### src/sv/frsqrt_pkg.sv
// Shared types and constants for the inverse square root Newton unit.
package frsqrt_pkg;

  localparam logic [31:0] MAGIC_RESET = 32'h5F37642F;
  localparam logic [31:0] TOL_RESET   = 32'h3C4CCCCD;
  localparam logic [6:0]  LIMIT_RESET = 7'd110;

  localparam logic [1:0] REG_MAGIC = 2'd0;
  localparam logic [1:0] REG_TOL   = 2'd1;
  localparam logic [1:0] REG_LIMIT = 2'd2;

  typedef enum logic [3:0] {
    ST_IDLE, ST_PREP, ST_SQRT, ST_SROUND, ST_DIV, ST_DROUND, ST_LOOP,
    ST_HALF, ST_SQ1, ST_SQ2, ST_SUB, ST_MULY, ST_DIFF, ST_CHK, ST_DONE
  } state_t;

  typedef enum logic [2:0] {
    FOP_NONE, FOP_HALF, FOP_SQ1, FOP_SQ2, FOP_SUB, FOP_MULY, FOP_DIFF
  } fop_t;

  typedef struct packed {
    logic load;
    logic sqrt_init;
    logic sqrt_step;
    logic div_init;
    logic div_step;
    logic ref_round;
    fop_t op;
    logic out_load;
  } dp_cmd_t;

  typedef struct packed {
    logic ref_special;
    logic iter_last;
    logic more;
    logic conv;
    logic out_busy;
  } dp_stat_t;

endpackage

### src/sv/frsqrt_ctrl.sv
// Sequencer: reference root and division, then the Newton step loop.
module frsqrt_ctrl (
  input  logic                 clk,
  input  logic                 rst,
  input  logic                 s_tvalid,
  output logic                 s_tready,
  input  frsqrt_pkg::dp_stat_t stat,
  output frsqrt_pkg::dp_cmd_t  cmd
);
  import frsqrt_pkg::*;

  state_t state, state_next;

  always_ff @(posedge clk) begin
    if (rst) state <= ST_IDLE;
    else     state <= state_next;
  end

  always_comb begin
    state_next = state;
    case (state)
      ST_IDLE:   if (s_tvalid) state_next = ST_PREP;
      ST_PREP:   state_next = stat.ref_special ? ST_LOOP : ST_SQRT;
      ST_SQRT:   if (stat.iter_last) state_next = ST_SROUND;
      ST_SROUND: state_next = ST_DIV;
      ST_DIV:    if (stat.iter_last) state_next = ST_DROUND;
      ST_DROUND: state_next = ST_LOOP;
      ST_LOOP:   state_next = stat.more ? ST_HALF : ST_DONE;
      ST_HALF:   state_next = ST_SQ1;
      ST_SQ1:    state_next = ST_SQ2;
      ST_SQ2:    state_next = ST_SUB;
      ST_SUB:    state_next = ST_MULY;
      ST_MULY:   state_next = ST_DIFF;
      ST_DIFF:   state_next = ST_CHK;
      ST_CHK:    state_next = (stat.conv || !stat.more) ? ST_DONE : ST_HALF;
      ST_DONE:   if (!stat.out_busy) state_next = ST_IDLE;
      default:   state_next = ST_IDLE;
    endcase
  end

  always_comb begin
    cmd      = '0;
    cmd.op   = FOP_NONE;
    s_tready = 1'b0;
    case (state)
      ST_IDLE: begin
        s_tready = 1'b1;
        cmd.load = s_tvalid;
      end
      ST_PREP:   cmd.sqrt_init = !stat.ref_special;
      ST_SQRT:   cmd.sqrt_step = 1'b1;
      ST_SROUND: cmd.div_init  = 1'b1;
      ST_DIV:    cmd.div_step  = 1'b1;
      ST_DROUND: cmd.ref_round = 1'b1;
      ST_HALF:   cmd.op = FOP_HALF;
      ST_SQ1:    cmd.op = FOP_SQ1;
      ST_SQ2:    cmd.op = FOP_SQ2;
      ST_SUB:    cmd.op = FOP_SUB;
      ST_MULY:   cmd.op = FOP_MULY;
      ST_DIFF:   cmd.op = FOP_DIFF;
      ST_DONE:   cmd.out_load = !stat.out_busy;
      default:   cmd = '0;
    endcase
  end

endmodule

### config.mk
export PLATFORM = sky130hd
export DESIGN_NAME = frsqrt_ctrl
export DESIGN_NICKNAME = d
export VERILOG_FILES = /design/src/sv/frsqrt_pkg.sv /design/src/sv/frsqrt_ctrl.sv
export SDC_FILE = /design/constraint.sdc
export NUM_CORES = 1
export LEC_CHECK = 0
export CAP_MARGIN = 20
export CELL_PAD_IN_SITES_DETAIL_PLACEMENT = 1
export CELL_PAD_IN_SITES_GLOBAL_PLACEMENT = 1
export CORE_AREA = 2 2 39 41
export DETAILED_ROUTE_END_ITERATION = 8
export DIE_AREA = 0 0 41 43
export DONT_BUFFER_PORTS = 1
export GPL_TIMING_DRIVEN = 0
export PLACE_DENSITY_LB_ADDON = 0.08
export SYNTH_ARGS = -nofsm -noshare
export SYNTH_HDL_FRONTEND = slang
export SYNTH_SLANG_ARGS = --single-unit
### constraint.sdc
create_clock -name clk -period 1.9 [get_ports clk]
set_input_delay 0.38 -clock clk [delete_from_list [all_inputs] [get_ports clk]]
set_output_delay 0.38 -clock clk [all_outputs]
set_load 0.02 [all_outputs]
After elaboration in Yosys (flattened, before gate mapping)

Index checks and enable logic that the tools add are counted.

Equality and inequality tests: 18
Muxes and demuxes: 17
Reduce and logical (&&, ||, !) cells: 6

Operators with widths:

| kind                                          | count |
|---|---|
| one-hot mux 4 bit (15 select lines)           | 1 |
| == test 4 bit, second input constant          | 7 |
| 2-to-1 mux 4 bit                              | 6 |
| one-hot mux 3 bit (6 select lines)            | 1 |
| == test 4 x 3 -> 1 bit, second input constant | 4 |
| == test 4 x 2 -> 1 bit, second input constant | 2 |
| 2-to-1 mux 1 bit                              | 8 |
| != test 2 bit, second input constant          | 4 |
| == test 4 x 1 -> 1 bit, second input constant | 1 |
| logical NOT 4 bit                             | 1 |
| AND reduction 4 bit                           | 1 |
| logical NOT 1 bit                             | 3 |
| 2-to-1 mux 3 bit                              | 1 |
| logical OR 1 bit                              | 1 |

Bits in registers: 4
Output and inout bits: 11

Depth between registers and ports, before layout

Depth in word-level cells: 4
Gate-level depth with buffers: 6

Worst setup path before layout

No wires, ideal clock.

Path type: register -> output
Start: register state[0]
End: output cmd[9] in the netlist's numbering
Data arrival time: 1.711 ns
Data required time: 1.520 ns
Path slack: -0.191 ns
Stages on the path, launching flop included: 5
Cells stage by stage: dfxtp_1 -> clkbuf_1 -> clkbuf_1 -> nor4_1 -> and2_1

RTL lines:

| what                   | RTL line          | RTL |
|---|---|---|
| from (decl)            | frsqrt_ctrl.sv:12 | `state_t state, state_next;` |
| from (signal assigned) | frsqrt_ctrl.sv:16 | `else state <= state_next;` |
| to (decl)              | frsqrt_ctrl.sv:8  | `output frsqrt_pkg::dp_cmd_t cmd` |

==> impl_metrics.yaml <==
outcome:
  status: "finished, final reports clean"
setup_path:
  startpoint: "state[2]"
  setup.worst_path.start_class: "register"
  cp.arrival_ps: 1480
  cp.required_ps: 1520
  path_class: "reg -> out"
  critical_path_peak_fanout: 10
  worstReg2RegStart: "state[3]"
  endpoint_kind: "primary output"
power:
  power.total_w: 0.000984
  p_int_w: 0.000448
  ir_drop_uv: 554
  power_frac_comb_pct: 74.0
  power_frac_seq_pct: 15.3
  swShare_pct: 54.5
  p_leak_nw: 0.184
  power.switching_w: 0.000536
  pwr-share-clk_pct: 10.8
  power_density_mw_per_mm2: 1820
sta:
  rsz0062_at_grt: "yes"
  maxSlewViolCount: 0
  fmax_mhz: 538
  worst_slew_margin_rel_pct: 58.3
  tns_ps: 0
  hold_viol_final: 0
  skew_ps: 4.32
  post-route-period-util_pct: 97.8
  worst_pin_slew_ps: 621
  min_period_ps: 1860
  setup_violations: 0
clocking:
  post_cts_buffers: 0
  clock-sinks: 4
  cts_made_buffers: 3
  ctsHoldBuffers: 0
  ctsHtreeMaxLevel: 1
  cts_tree: "yes"
  clockRootBuffer: "clkbuf_4"
  clk_pin_slew_worst_paths_ps: 40
  clk_latency_ps: 240
  clk_path_buf_depth: 2
synth:
  avgSynthCellArea_um2: 6.59
  synth_area_leaders: "dfxtp_1 (19%), a21oi_1 (8.4%), nand2b_1 (7.5%)"
  ys_warn_count: 0
  synth_cell_types: 28
  yosys.area.top_type: "dfxtp_1"
  synth-seq-cells: 4
  yosysTopAreaCellShare_pct: 19.3
  synth_area_um2: 415
  syn_inst: 63
  syn-num-nets: 71
  ys_seq_area_share_pct: 19.3
global_route:
  grt_first_pass_wirelength_um: 2080
  overflow: 0
  grt_pass1_vias: 451
  grt_max_degree: 11
  grt_use_total_pct: 16.9
  antenna_found_initial: 0
min_path:
  worstHoldStart: "rst"
  min_path_type: "in -> reg"
placed_design:
  numPortBuffers: 0
  place.gp.congestion: 0.723
  dpl.hpwl_um: 933
job:
  maxCapViolCount: 0
detailed_routing:
  viasPerCell: 5.70
  drt_iter0_markers: 3
  ant_nets: 0
  drtPass1Iterations: 2
  drt-wirelength-per-cell_um: 15.4
  vias: 462
  drc_errors: 0
  wl_um: 1250
finish:
  final_util_pct: 39.2
  largest_reg_flops: 4
  reg.largest.list: "state: 4 flops"
  num-nets-final: 75
  final_layout_size_suffix_gt1_share_pct: 32.3
  regMostFlops: "state"
  antenna_cells: 0
  area_growth_pct: 30.4
floorplanning:
  die_height_um: 43
  start_util_pct: 30.0
  core-area_mm2: 0.00138
  ios: 19
  rows: 14
  die_x_um: 41
  die_area_mm2: 0.00176
synth_stat cells:
master    n
a21oi_1   7
nor3_1    6
nand2_1   5
nand2b_1  5
clkbuf_1  4
dfxtp_1   4
o21ai_0   4
inv_1     3
nor2_1    3
buf_2     2
nand4b_1  2
nor4_1    2
a211oi_1  1
a21boi_0  1
a21o_1    1
a221oi_2  1
a31oi_1   1
and2_1    1
buf_1     1
buf_6     1
nand3_1   1
nand4_1   1
nor2b_1   1
o211ai_1  1
o21bai_1  1
o41ai_1   1
or4_1     1
xnor2_1   1
stage by stage:
stage / std cells / instance area [um^2] / worst slack, ps / hold slack (ps)
finish: 81 / 542 / 42.6 / 206
global route: 81 / 542 / -23.1 / 198
CTS: 82 / 503 / -144 / 205
detailed placement: 79 / 442 / -119 / 450
global placement: 79 / 442 / -113 / 450
floorplan: 63 / 422 / 63.3 / 446
per-layer routing:
metal	wire length [um]	global-route usage, %
met1	595	23.8
met2	575	24.1
met3	63	2.62
met4	13	8.00
met5	0	0
power groups by stage:
| stage | Sequential [W] | Combinational, W | Clock, W |
|---|---|---|---|
| after floorplan | 0.000129 | 0.000515 | 0 |
| after global placement | 0.000130 | 0.000618 | 0 |
| after detailed placement | 0.000130 | 0.000622 | 0 |
| after CTS | 0.000129 | 0.000693 | 0.000107 |
| after global routing | 0.000158 | 0.000794 | 0.000117 |
| final | 0.000150 | 0.000727 | 0.000106 |
cells in the final DEF, fill, tap and decap left out, types with 2 or more instances in the layout:
| cell type | count |
|---|---|
| nand2b_1 | 5 |
| buf_2 | 2 |
| a21oi_1 | 7 |
| nand4b_1 | 2 |
| inv_1 | 3 |
| buf_4 | 2 |
| dfxtp_1 | 3 |
| nand2_1 | 5 |
| nor3_2 | 3 |
| o21ai_0 | 4 |
| nor3_1 | 3 |
| nor2_1 | 2 |
| nor4_4 | 2 |
| clkbuf_4 | 4 |
final cells by class:
type / instances / area [um^2]
clock buffers: 3 / 22.5
inverters: 3 / 11.3
multi-input cells: 48 / 358
well taps: 16 / 20.0
flip-flops and latches: 4 / 81.3
plain buffers: 7 / 48.8
fillers: 188 / 842
critical path, stage by stage (launching register included):
cell and delay [ps]:
dfxtp_1 300, buf_6 140, clkbuf_2 230, nor3_1 580
logic make-up after synthesis:
kind of cell    after synthesis  share of synthesized area [%]
compound gates               19                           29.5
xor+xnor                      1                           2.11
buf+inv                      11                           12.3
flops                         4                           19.3
simple gates                 28                           36.8
path summary, 6_finish.rpt:
check | endpoint | slack [ps] | depth (start not counted)
worst max-delay path | cmd[7] | 40 | 3
worst min-delay path | state[2] | 210 | 1
worst max register to register | state[2] | 330 | 5
worst min register to register | state[2] | 630 | 2
what timing repair did:
action | 4_1_cts | 5_1_grt
gates resized for setup | 13 | 12
pin swaps | 1 | 2
setup endpoints to repair | 9 | 9
Power figures use the tool's default switching activity.
